[config.mk]
export PLATFORM = sky130hd
export DESIGN_NAME = json_string_escaper_top
export DESIGN_NICKNAME = d
export VERILOG_FILES = /design/src/rtl/jse_pkg.sv /design/src/rtl/json_string_escaper_top.sv
export SDC_FILE = /design/constraint.sdc
export NUM_CORES = 1
export LEC_CHECK = 0
export ABC_CLOCK_PERIOD_IN_PS = 7250
export BUFFER_PORTS_ARGS = -buffer_cell sky130_fd_sc_hd__clkbuf_2
export CAP_MARGIN = 20
export CORE_MARGIN = 1.5
export CORE_UTILIZATION = 52
export DETAILED_ROUTE_END_ITERATION = 10
export PLACE_DENSITY = 0.72
export SYNTH_ARGS = -nofsm -noshare
export SYNTH_HDL_FRONTEND = slang
export SYNTH_SLANG_ARGS = --single-unit
[constraint.sdc]
create_clock -name clk -period 7.25 [get_ports clk]
set_clock_uncertainty 0.15 [all_clocks]
set_input_delay 1.0875 -clock clk [delete_from_list [all_inputs] [get_ports clk]]
set_output_delay 1.0875 -clock clk [all_outputs]
set_load 0.01 [all_outputs]
[src/rtl/jse_pkg.sv]
// ---------------------------------------------------------------------------
// jse_pkg
// character constants and helpers for the json string escaper
// ---------------------------------------------------------------------------
package jse_pkg;

	localparam int unsigned MAX_RUN = 8;
	localparam int unsigned RUN_W   = $clog2(MAX_RUN);

	localparam logic [7:0] CH_QUOTE   = 8'h22;
	localparam logic [7:0] CH_BSLASH  = 8'h5C;
	localparam logic [7:0] CH_U       = 8'h75;
	localparam logic [7:0] CH_ZERO    = 8'h30;
	localparam logic [7:0] CH_B       = 8'h62;
	localparam logic [7:0] CH_F       = 8'h66;
	localparam logic [7:0] CH_N       = 8'h6E;
	localparam logic [7:0] CH_R       = 8'h72;
	localparam logic [7:0] CH_T       = 8'h74;
	localparam logic [7:0] CTRL_LIMIT = 8'h20;
	localparam logic [3:0] NIBBLE_MASK = 4'hF;

	localparam logic [7:0] C_BS  = 8'h08;
	localparam logic [7:0] C_TAB = 8'h09;
	localparam logic [7:0] C_LF  = 8'h0A;
	localparam logic [7:0] C_FF  = 8'h0C;
	localparam logic [7:0] C_CR  = 8'h0D;

	typedef logic [7:0] byte_t;

	function automatic byte_t hex_char(input logic [3:0] nib);
		byte_t r;
		case (nib & NIBBLE_MASK)
			4'h0: r = 8'h30;
			4'h1: r = 8'h31;
			4'h2: r = 8'h32;
			4'h3: r = 8'h33;
			4'h4: r = 8'h34;
			4'h5: r = 8'h35;
			4'h6: r = 8'h36;
			4'h7: r = 8'h37;
			4'h8: r = 8'h38;
			4'h9: r = 8'h39;
			4'hA: r = 8'h61;
			4'hB: r = 8'h62;
			4'hC: r = 8'h63;
			4'hD: r = 8'h64;
			4'hE: r = 8'h65;
			default: r = 8'h66;
		endcase
		return r;
	endfunction

endpackage

[src/rtl/json_string_escaper_top.sv]
// ---------------------------------------------------------------------------
// json_string_escaper_top
// escapes string bytes into json string text; with out_stall low, one output byte per cycle
// ---------------------------------------------------------------------------
// channel  direction  handshake            payload
// input    in         in_valid / in_stall  data_byte first_byte last_byte empty_string
// output   out        out_valid / out_stall out_byte run_end
//
// one output byte per cycle while out_stall is low; a transaction yields 1 to 8 bytes
// and holds the input stage until its last byte, so plain bytes flow at one per cycle
// the input stage walks its byte index while the output register takes bytes
// a new transaction is taken in the cycle the last byte of the previous moves out
// out_stall holds the output register and, through it, the input stage
// arst_n clears the valid flags and the byte index
// ---------------------------------------------------------------------------
module json_string_escaper_top
	import jse_pkg::*;
(
	input  logic       clk,
	input  logic       arst_n,
	input  logic       in_valid,
	output logic       in_stall,
	input  logic [7:0] data_byte,
	input  logic       first_byte,
	input  logic       last_byte,
	input  logic       empty_string,
	output logic       out_valid,
	input  logic       out_stall,
	output logic [7:0] out_byte,
	output logic       run_end
);

	logic             valid_s1;
	logic [7:0]       data_s1;
	logic             first_s1;
	logic             last_s1;
	logic             empty_s1;
	logic [RUN_W-1:0] idx_q;

	byte_t            esc [MAX_RUN];
	logic [RUN_W:0]   esc_len;
	logic [RUN_W:0]   run_len;
	logic [RUN_W-1:0] body_idx;
	logic             is_final;
	byte_t            sel_byte;
	logic             out_load;
	logic             step;
	logic             in_accept;

	always_comb begin
		for (int i = 0; i < MAX_RUN; i++) begin
			esc[i] = CH_QUOTE;
		end
		esc_len = (RUN_W+1)'(2);
		esc[0]  = CH_BSLASH;
		case (data_s1)
			CH_QUOTE:  esc[1] = CH_QUOTE;
			CH_BSLASH: esc[1] = CH_BSLASH;
			C_BS:      esc[1] = CH_B;
			C_FF:      esc[1] = CH_F;
			C_LF:      esc[1] = CH_N;
			C_CR:      esc[1] = CH_R;
			C_TAB:     esc[1] = CH_T;
			default: begin
				if (data_s1 < CTRL_LIMIT) begin
					esc[1]  = CH_U;
					esc[2]  = CH_ZERO;
					esc[3]  = CH_ZERO;
					esc[4]  = hex_char(data_s1[7:4]);
					esc[5]  = hex_char(data_s1[3:0]);
					esc_len = (RUN_W+1)'(6);
				end else begin
					esc[0]  = data_s1;
					esc_len = (RUN_W+1)'(1);
				end
			end
		endcase
	end

	always_comb begin
		if (empty_s1) begin
			run_len = (RUN_W+1)'(2);
		end else begin
			run_len = esc_len + (RUN_W+1)'(first_s1) + (RUN_W+1)'(last_s1);
		end
		is_final = ({1'b0, idx_q} == (run_len - (RUN_W+1)'(1)));
		body_idx = idx_q - RUN_W'(first_s1);
		if (empty_s1) begin
			sel_byte = CH_QUOTE;
		end else if (first_s1 && idx_q == '0) begin
			sel_byte = CH_QUOTE;
		end else if ({1'b0, body_idx} < esc_len) begin
			sel_byte = esc[body_idx];
		end else begin
			sel_byte = CH_QUOTE;
		end
	end

	assign out_load  = !out_valid || !out_stall;
	assign step      = valid_s1 && out_load;
	assign in_stall  = valid_s1 && !(out_load && is_final);
	assign in_accept = in_valid && !in_stall;

	always_ff @(posedge clk or negedge arst_n) begin
		if (!arst_n) begin
			valid_s1  <= 1'b0;
			idx_q     <= '0;
			out_valid <= 1'b0;
		end else begin
			if (in_accept) begin
				valid_s1 <= 1'b1;
			end else if (step && is_final) begin
				valid_s1 <= 1'b0;
			end
			if (step) begin
				idx_q <= is_final ? '0 : idx_q + RUN_W'(1);
			end
			if (out_load) begin
				out_valid <= valid_s1;
			end
		end
	end

	always_ff @(posedge clk) begin
		if (in_accept) begin
			data_s1  <= data_byte;
			first_s1 <= first_byte;
			last_s1  <= last_byte;
			empty_s1 <= empty_string;
		end
		if (step) begin
			out_byte <= sel_byte;
			run_end  <= is_final;
		end
	end

endmodule

After elaboration in Yosys (flattened, before gate mapping):

Memory sizes are Yosys's and may differ from the RTL's. A register that Yosys moved wholly into a read port is not among the register bits.
Cells that the tools add are included.

* bits in read-only memories: 192
* register bits: 25
* logic and storage cells: 60
* output and inout bits: 11
* bits of input ports: 15
* memories kept: 2

Memories
* (name not given): words 16, width 6, read ports 1, clocked after memory_dff 1, wr ports 0, line jse_pkg.sv:32 `case (nib & NIBBLE_MASK)`
* (name not given): words 16, width 6, read ports 1, clocked after memory_dff 1, wr ports 0, line jse_pkg.sv:32

* equal/unequal tests: 8
* reductions and logical operators: 15
* $lt $le $gt $ge: 3
* add/sub/neg operators: 5
* bitwise gates (word level): 2
* multiplexer cells: 16

Operators with widths (number)
* $pmux 7 s7: 1
* $eq 8x4->1 const B: 5
* $mux 39: 1
* $mux 32: 1
* $mux 8: 4
* $bmux 8 s3: 1
* $mux 4: 4
* $add 4x1->4: 2
* $eq 8x6->1 const B: 1
* $eq 8x7->1 const B: 1
* $lt 8x6->1 const B: 1
* $reduce_or 7->1: 1
* $logic_and 1x1->1: 6
* $mux 3: 2
* $eq 3x4->1: 1
* $ge 4x4->1 const B: 1
* $logic_not 1->1: 4
* $lt 3x4->1: 1
* $not 3->4: 1
* $sub 4x1->4 const B: 1
* $add 3x1->3 const B: 1
* $logic_not 3->1: 1
* $reduce_or 3->1: 1
* $sub 3x1->3: 1
* 4 further kinds: 5

Depth between registers and ports, before layout:

Gate-level depths: netlist of the first run.

* word-level depth: 14
* mapped depth: 23
* depth with buffers taken out: 22

Worst setup path before layout of the first run:

Ideal clock, no wire load.

* kind: register -> register
* start: register data_s1[4]
* end: register with a tool-made name
* period minus slack after synthesis: 4540 ps
* library setup time: 121 ps
* arrival time: 4269 ps
* setup slack: 2710 ps
* cell stages (with the launch flop): 24
* data required time: 6979 ps
* buffers on the path: 2
* path through: edfxtp_1 > clkbuf_8 > nor3_1 > nand2b_1 > a21oi_1 > nor3_1 > fa_1 > ha_1 > nor2_1 > ha_1 > xor2_2 > or2b_1 > mux2i_1 > o2111ai_2 > a21bo_4 > buf_12 > mux2i_1 > ha_1 > inv_1 > o21ai_0 > nand2_1 > o21ai_0 > nand2_1 > o21ai_0

RTL lines
* start: declaration: line json_string_escaper_top.sv:34 `logic [7:0] data_s1;`
* start signal: assignment: line json_string_escaper_top.sv:126 `data_s1 <= data_byte;`

Worst setup path in the final report of the first run:

* start: register data_s1[6]
* end: output in_stall

* cells in the longest elaborated chain, start to end: 11
* elaborated cells on any way between the ends: 19
* those cells by class: add/sub (3); order compare (1); eq/ne (8); mux (3); reduce/logical (4)

Ends and longest elaborated chain
* $lt 8x6->1, or another cell as far along: line json_string_escaper_top.sv:65 `if (data_s1 < CTRL_LIMIT) begin`
* $mux 3 or $reduce_or 7->1 (tied branches)
* $mux 4 *: line json_string_escaper_top.sv:56 `case (data_s1)`
* $add 4x1->4 * (2 in series): line json_string_escaper_top.sv:84 `run_len = esc_len + (RUN_W+1)'(first_s1) + (RUN_W+1)'(last_s1);`
* $mux 4 *: line json_string_escaper_top.sv:81 `if (empty_s1) begin`
* $sub 4x1->4 *: line json_string_escaper_top.sv:86 `is_final = ({1'b0, idx_q} == (run_len - (RUN_W+1)'(1)));`
* $eq 3x4->1 *: line json_string_escaper_top.sv:86
* $logic_and 1x1->1 *: line json_string_escaper_top.sv:101 `assign in_stall = valid_s1 && !(out_load && is_final);`
* $logic_not 1->1 *: line json_string_escaper_top.sv:101
* $logic_and 1x1->1 *: line json_string_escaper_top.sv:101
* end: declaration: line json_string_escaper_top.sv:22 `output logic in_stall,`

Mark *: on every way between the ends. The rest lies on a longest branch, timed or not.

==> results of run 1 <==
[routing by layer]
metal	vias to the layer above	part of all wire (%)	global-route usage, %
met5	-	0	0
met2	60	47	32.9
met1	894	47	28.7
met4	0	1.4	6.92
li1	950	-	-
met3	7	5.2	4.22
[cell type report]
cell class / count / area share (%)
clock buffers: 7 / 3.24
clock inverters: 1 / 1.13
inverters: 15 / 2.21
multi-input cells: 190 / 50.0
flip-flops and latches: 37 / 36.2
well taps: 52 / 2.44
repair buffers: 25 / 4.69
[placed cells by master, fill, tap and decap left out, types with 7 or more instances in the layout]
cell and count:
sky130_fd_sc_hd__dfxtp_1 12, sky130_fd_sc_hd__nand2_1 33, sky130_fd_sc_hd__clkbuf_2 25, sky130_fd_sc_hd__mux2i_1 9, sky130_fd_sc_hd__ha_1 12, sky130_fd_sc_hd__a21oi_1 7, sky130_fd_sc_hd__nor2_1 16, sky130_fd_sc_hd__o21ai_0 32
sky130_fd_sc_hd__edfxtp_1 20, sky130_fd_sc_hd__inv_1 14
[cells by family after synthesis]
family                   Yosys count
AO/OA/AOI/OAI                     66
XOR/XNOR                           4
adder cells (fa/ha/maj)           13
AND/OR/NAND/NOR                   91
flip-flops                        37
multiplexers                      16
buffers and inverters             26
[power groups by stage]
stage / logic [mW] / registers, mW / clock network (mW)
final: 0.455 / 0.347 / 0.183
after global routing: 0.512 / 0.355 / 0.196
after CTS: 0.454 / 0.348 / 0.186
after detailed placement: 0.448 / 0.352 / 0
after global placement: 0.445 / 0.352 / 0
after floorplan: 0.375 / 0.331 / 0
[worst max path at each step]
stage                         startpoint   endpoint  slack, ns  cells after the start
floorplan           data_s1[4]$_DFFE_PN_  flip-flop       2.71                     23
global placement    data_s1[6]$_DFFE_PN_  flip-flop       2.27                     22
detailed placement  data_s1[6]$_DFFE_PN_  flip-flop       2.11                     22
CTS                 data_s1[6]$_DFFE_PN_   in_stall       1.94                     14
global route        data_s1[6]$_DFFE_PN_   in_stall       1.56                     14
finish              data_s1[6]$_DFFE_PN_   in_stall       1.86                     14
==> summary.log, run 1 <==
[worst_setup_path] worst stage delay on the critical path 0.62 ns
[worst_setup_path] kind of cell adding the most delay to the critical path simple AND/OR/NAND/NOR gates
[routing] count of nets left with antenna violations after detail routing 0
[final_layout] Finished Cell Area 0.00267 mm²
[yosys] post-synthesis simple-gate area fraction 19.7%
[yosys] largest family of logic cells by synthesized area simple AND/OR/NAND/NOR gates
[sta] setup repair after global routing missed its margin no
[yosys] share of synthesized cell area in full adder, half adder and majority cells 6.93%
[global_route] GRT Total Usage 20.8%
[final_layout] fill cell instance count of the final layout 384
[final_layout] share of cells above drive strength 1 21.8%
[die] floorplan die height 71.7 µm
[die] die footprint 0.00514 mm²
[power] Clock Power Share 18.6%
[sta] achievable frequency 186 MHz
[yosys] flop and latch count out of synthesis 37
[worst_setup_path] flop2flop setup slack 1.99 ns
[power] pwr/cell area 370 mW/mm²
[global_route] global-route wire length before repair 8.27 mm
[global_route] antenna violations before repair 0
[yosys] post-synthesis cell type with the largest combined area sky130_fd_sc_hd__edfxtp_1
[clock_tree] number of CTS-inserted buffers 5
[routing] # DRC 1
[placed_design] Post-Place Setup Slack 2.11 ns
[power] combinational fraction of design power 46.2%
[yosys] proportion of synthesized area in mux cells 7.03%
[yosys] count of flip-flops with a built-in enable after synthesis 20
[sta] number of pins with negative max-slew slack in the final report 0
[sta] final worst slack 1.86 ns
[final_layout] number of standard cells in the final layout excluding fillers 327
[yosys] share of the synthesized area in compound gates (AO/OA/AOI/OAI) 18.9%
[clock_tree] postcts setup bufs 0
[routing] first-pass detailed-route iteration total 8
[clock_tree] Worst-Skew Late Latency 0.30 ns
[die] effective utilization at floorplan 55.2%
[placed_design] count of buffers inserted at the top-level ports 25
[worst_setup_path] critical register-to-register path startpoint data_s1[6]$_DFFE_PN_
[clock_tree] Root Buffer Master sky130_fd_sc_hd__clkbuf_8
[worst_hold_path] end point of the worst hold path out_valid$_DFFE_PN0N_
[final_layout] Final #Nets 302
[power] reported leakage power 1.11 nW
[worst_setup_path] length in cells of the worst reg-to-reg path 22
[clock_tree] number of clock sinks seen by CTS 37
[worst_setup_path] count of buffer and inverter cells on the critical path 1
[sta] Fin Hold WS 0.375 ns
[final_layout] number of inserted diodes 0
[worst_setup_path] worst path cell trace nor3_1, nand2b_1, a21oi_1, nor3_1, fa_1, ha_1, nor2_1, ha_1, xor2_2, or2b_1, mux2i_1, o2111ai_2, and2_2, clkbuf_2
[placed_design] Final Wtd Congestion 0.909
[yosys] flip-flop cell with the highest count after synthesis sky130_fd_sc_hd__edfxtp_1
[die] CORE AREA 0.00444 mm²
[sta] aggregate negative setup slack 0 ns
[flow_run] Max Cap Viol 0
[clock_tree] maximum root-to-sink buffer count 2
[worst_hold_path] depth of the worst hold-timing path 1
[clock_tree] clock slew at the register clock pins of the worst setup and hold paths 0.08 ns
[yosys] main area contributors after synthesis sky130_fd_sc_hd__edfxtp_1 24%, sky130_fd_sc_hd__dfxtp_1 9.8%, sky130_fd_sc_hd__o21ai_0 6.5%, sky130_fd_sc_hd__ha_1 6.1%, sky130_fd_sc_hd__dfrtp_1 5.1%
[final_layout] layout overhead on the synthesized area 8.56%
[outcome] run status finished, violations left
[yosys] commonest cells in the netlist 33 x sky130_fd_sc_hd__nand2_1, 32 x sky130_fd_sc_hd__o21ai_0, 20 x sky130_fd_sc_hd__edfxtp_1, 16 x sky130_fd_sc_hd__nor2_1, 14 x sky130_fd_sc_hd__inv_1
[final_layout] final core area utilization 60.0%
[worst_hold_path] HP Start valid_s1$_DFFE_PN0P_
[yosys] leading cell type by number of instances after synthesis sky130_fd_sc_hd__nand2_1
[sta] worst slew margin relative to its limit 54.7%
[global_route] vias in the first global route 1780
[routing] count of vias placed by the detailed router 1911
[yosys] Yosys warning count 0
[power] register share of total power 35.2%
[global_route] total overflow reported by the global router 0
[yosys] xor and xnor fraction of the mapped netlist area 1.73%
[routing] routed length per placed instance 14.9 µm
[clock_tree] H-tree level count 2
[clock_tree] number of hold buffers added after cts 0
[placed_design] HPWL after detailed placement 3.64 mm
[die] number of rows created at floorplan 24
[final_layout] FF+latch area 966 µm²
[yosys] cell count after synthesis 253
[power] switching share of power 39.6%
[die] Ports 26
[power] cell internal pwr 0.595 mW
[clock_tree] post_cts resized 0
[yosys] Cell Area, Synth 0.00245 mm²
[worst_setup_path] crit path max fanout 16
[power] Switching Power 0.390 mW
[yosys] number of distinct library cell variants in the gate-level netlist after synthesis 60
[die] Die X-Extent 71.7 µm
[final_layout] area taken by multi-input logic gates 0.00133 mm²
[power] Max rail drop VDD 0.147 mV
[placed_design] post-place instance area 0.00255 mm²
[placed_design] # placed instances 319
[power] power consumption 0.985 mW
[worst_setup_path] kind of critical path reg -> out
[routing] overall routed net length 4.88 mm
[yosys] top cell type's share of synthesized area 24.5%
[routing] post-detailed-route via-to-cell ratio 5.84
[worst_hold_path] type of the worst min-delay path reg -> reg
[sta] Period minus WS final 5.39 ns
[worst_setup_path] cell with the biggest individual delay on the critical path sky130_fd_sc_hd__edfxtp_1
[clock_tree] CTS tree done
[sta] transition time at the pin with the least slew margin 0.676 ns
[yosys] total nets after synthesis 281
[yosys] post-synthesis async set-or-reset flop share 13.5%
[sta] final number of setup-violating endpoints 0
[routing] DRC violation total after the first TritonRoute iteration 135
[outcome] failing checks design-rule violations
[worst_setup_path] required time of the critical path 6.01 ns
[global_route] maximum number of pins on one net before global-route repair 24
[worst_setup_path] capturing element type of the critical path primary output
[sta] Hold Fails Final Rpt 0
[worst_setup_path] Worst Path Arrival 4.15 ns
[yosys] share of synthesized area occupied by flip-flops and latches 39.3%
[worst_setup_path] launching element type of the critical path flip-flop
[yosys] Mapped Avg Cell Area 9.70 µm²
[sta] share of the clock period used by the worst path after layout 74.3%
Power figures use the tool's default switching activity.
==> run 2: changes to the inputs <==
ABC_CLOCK_PERIOD_IN_PS = 4900   (was 7250)
PLACE_DENSITY = 0.75   (was 0.72)
clock period = 4.9 ns   (was 7.25 ns; I/O delays follow)
==> summary.log, run 2 (same netlist as run 1, synthesis figures left out) <==
[outcome] failing checks design-rule violations
[die] effective utilization at floorplan 55.2% [unchanged]
[placed_design] count of buffers inserted at the top-level ports 25 [unchanged]
[global_route] global-route wire length before repair 8.41 mm [+1.7%]
[final_layout] share of cells above drive strength 1 28.6% [+6.8 points]
[clock_tree] CTS tree done
[routing] wire length on met2 2.45 mm [+7.9%]
[final_layout] number of inserted diodes 0 [unchanged]
[final_layout] layout overhead on the synthesized area 14.4%
[worst_setup_path] crit path max fanout 11 [-5]
[power] pwr/cell area 541 mW/mm² [+46%]
[sta] aggregate negative setup slack 0 ns [unchanged]
[worst_setup_path] crit path launch data_s1[0]$_DFFE_PN_
[worst_setup_path] Worst Path Arrival 4.63 ns [+0.48 ns]
[sta] number of pins with negative max-slew slack in the final report 0 [unchanged]
[global_route] GRT Total Usage 21.1% [+0.30 points]
[routing] # DRC 2 [+1]
[worst_setup_path] launching element type of the critical path flip-flop
[sta] transition time at the pin with the least slew margin 0.617 ns [-0.0586 ns]
[worst_setup_path] worst path cell trace buf_4, and4b_1, o21bai_1, a21oi_2, nor3_2, fa_2, ha_1, nor2_2, ha_1, xor2_2, or2b_1, mux2i_2, o2111ai_2, a21bo_4, mux2_2, inv_1, ha_1, inv_1, mux2i_1, nand2_1, o21ai_0, o21ai_0
[sta] Hold Fails Final Rpt 0 [unchanged]
[die] CORE AREA 0.00444 mm² [unchanged]
[die] Die X-Extent 71.7 µm [unchanged]
[global_route] vias in the first global route 1777 [-0.17%]
[routing] post-detailed-route via-to-cell ratio 5.77 [-1.2%]
[routing] count of vias placed by the detailed router 1975 [+3.3%]
[final_layout] leading cell types in the layout, fill and taps excluded 33 x sky130_fd_sc_hd__nand2_1, 32 x sky130_fd_sc_hd__o21ai_0, 25 x sky130_fd_sc_hd__clkbuf_2
[die] floorplan die height 71.7 µm [unchanged]
[routing] Top Layer Used met4
[clock_tree] Worst-Skew Late Latency 0.30 ns [about the same]
[die] die footprint 0.00514 mm² [unchanged]
[clock_tree] clock slew at the register clock pins of the worst setup and hold paths 0.08 ns [about the same]
[routing] DRC violation total after the first TritonRoute iteration 147 [+8.9%]
[die] number of rows created at floorplan 24 [unchanged]
[worst_setup_path] cell with the biggest individual delay on the critical path sky130_fd_sc_hd__edfxtp_1
[routing] met1 routed wirelength after detailed routing 2.41 mm [+5.5%]
[final_layout] most frequent standard cell in the layout excluding fill and tap cells sky130_fd_sc_hd__nand2_1
[placed_design] HPWL after detailed placement 3.83 mm [+5.3%]
[power] Max rail drop VDD 0.195 mV [+33%]
[sta] worst slew margin relative to its limit 58.5% [+3.8 points]
[worst_setup_path] most repeated library cell on the critical path sky130_fd_sc_hd__ha_1
[routing] first-pass detailed-route iteration total 7 [-1]
[worst_setup_path] required time of the critical path 4.94 ns [-1.07 ns]
[routing] overall routed net length 5.21 mm [+6.8%]
[placed_design] Final Wtd Congestion 0.878 [-3.4%]
[die] Ports 26 [unchanged]
[routing] amount of wire on met3 after detailed routing 259 µm [+1.6%]
[power] reported leakage power 1.18 nW [+7.0%]
[worst_setup_path] worst stage delay on the critical path 0.41 ns [-0.21 ns]
[routing] routed length per placed instance 15.2 µm [+2.2%]
[sta] achievable frequency 218 MHz
[worst_hold_path] type of the worst min-delay path in -> async
[worst_setup_path] capturing element type of the critical path flip-flop
[sta] final number of setup-violating endpoints 0 [unchanged]
[global_route] total overflow reported by the global router 0 [unchanged]
[clock_tree] H-tree level count 2 [unchanged]
[sta] share of the clock period used by the worst path after layout 93.6%
[clock_tree] maximum root-to-sink buffer count 2 [unchanged]
[global_route] antenna violations before repair 0 [unchanged]
[worst_setup_path] critical register-to-register path startpoint data_s1[0]$_DFFE_PN_
[clock_tree] number of clock sinks seen by CTS 37 [unchanged]
[outcome] run status finished, violations left
[sta] Period minus WS final 4.59 ns
[clock_tree] Root Buffer Master sky130_fd_sc_hd__clkbuf_8
[final_layout] Final #Nets 317 [+5.0%]
[worst_setup_path] kind of critical path reg -> reg
[power] power consumption 1.52 mW [+54%]
[clock_tree] number of CTS-inserted buffers 5 [unchanged]
[flow_run] Max Cap Viol 0 [unchanged]
[routing] count of nets left with antenna violations after detail routing 0 [unchanged]
[global_route] maximum number of pins on one net before global-route repair 15 [-38%]
[clock_tree] number of hold buffers added after cts 0 [unchanged]
## run 2: timing repair
| action | 4_1_cts | 5_1_grt |
|---|---|---|
| setup endpoints to repair | 0 | 5 |
| setup buffers | 0 | 3 |
| gates resized for setup | 0 | 7 |
## run 2: area by class of cell
cell class	count	area, µm²
tap	52	65.1
clock inverter	2	36.3
fill	368	1640
multi-input combinational	190	1360
sequential	37	966
timing repair buffer	40	238
clock buffer	6	82.6
inverter	15	58.8
## run 2: metrics by stage
| step | util [%] | hold slack (ns) | instances | setup slack (ns) | cell area [µm²] |
|---|---|---|---|---|---|
| finish | 63.2 | 0.0897 | 342 | 0.312 | 2810 |
| global route | 63.2 | 0.0954 | 342 | -0.0228 | 2810 |
| CTS | 62.0 | 0.0905 | 339 | 0.176 | 2760 |
| detailed placement | 59.4 | 0.379 | 331 | 0.218 | 2640 |
| global placement | 59.4 | 0.362 | 331 | 0.336 | 2640 |
| floorplan | - | 0.289 | 253 | 0.360 | 2450 |
## run 2: path summary, 6_finish.rpt
check                                   endpoint  slack (ns)  depth (start not counted)
max in group asynchronous   idx_q[2]$_DFFE_PN0P_        4.38                          1
min in group clk           out_valid$_DFFE_PN0N_        0.40                          1
min                        out_valid$_DFFE_PN0N_        0.09                          1
max                                    flip-flop        0.31                         22
min reg2reg                out_valid$_DFFE_PN0N_        0.40                          1
max reg2reg                            flip-flop        0.31                         22
## run 2: power by group
group / switching (mW) / internal [mW] / total, mW
logic: 0.439 / 0.317 / 0.755
registers: 0.0507 / 0.435 / 0.485
clock network: 0.112 / 0.166 / 0.278
## run 2: metal layers
metal | up-vias | global-route usage (%)
met2 | 70 | 34.8
met5 | - | 0
met4 | 0 | 8.18
met1 | 919 | 27.7
li1 | 980 | -
met3 | 6 | 3.80
## run 2: critical path, delay by kind of cell, from the launching register on
family                   cells  cell delay, ns
multiplexers                 3            0.63
adder cells (fa/ha/maj)      4            1.20
AND/OR/NAND/NOR              5            0.79
XOR/XNOR                     1            0.16
buffers and inverters        3            0.30
AO/OA/AOI/OAI                6            0.82
flip-flops                   1            0.41
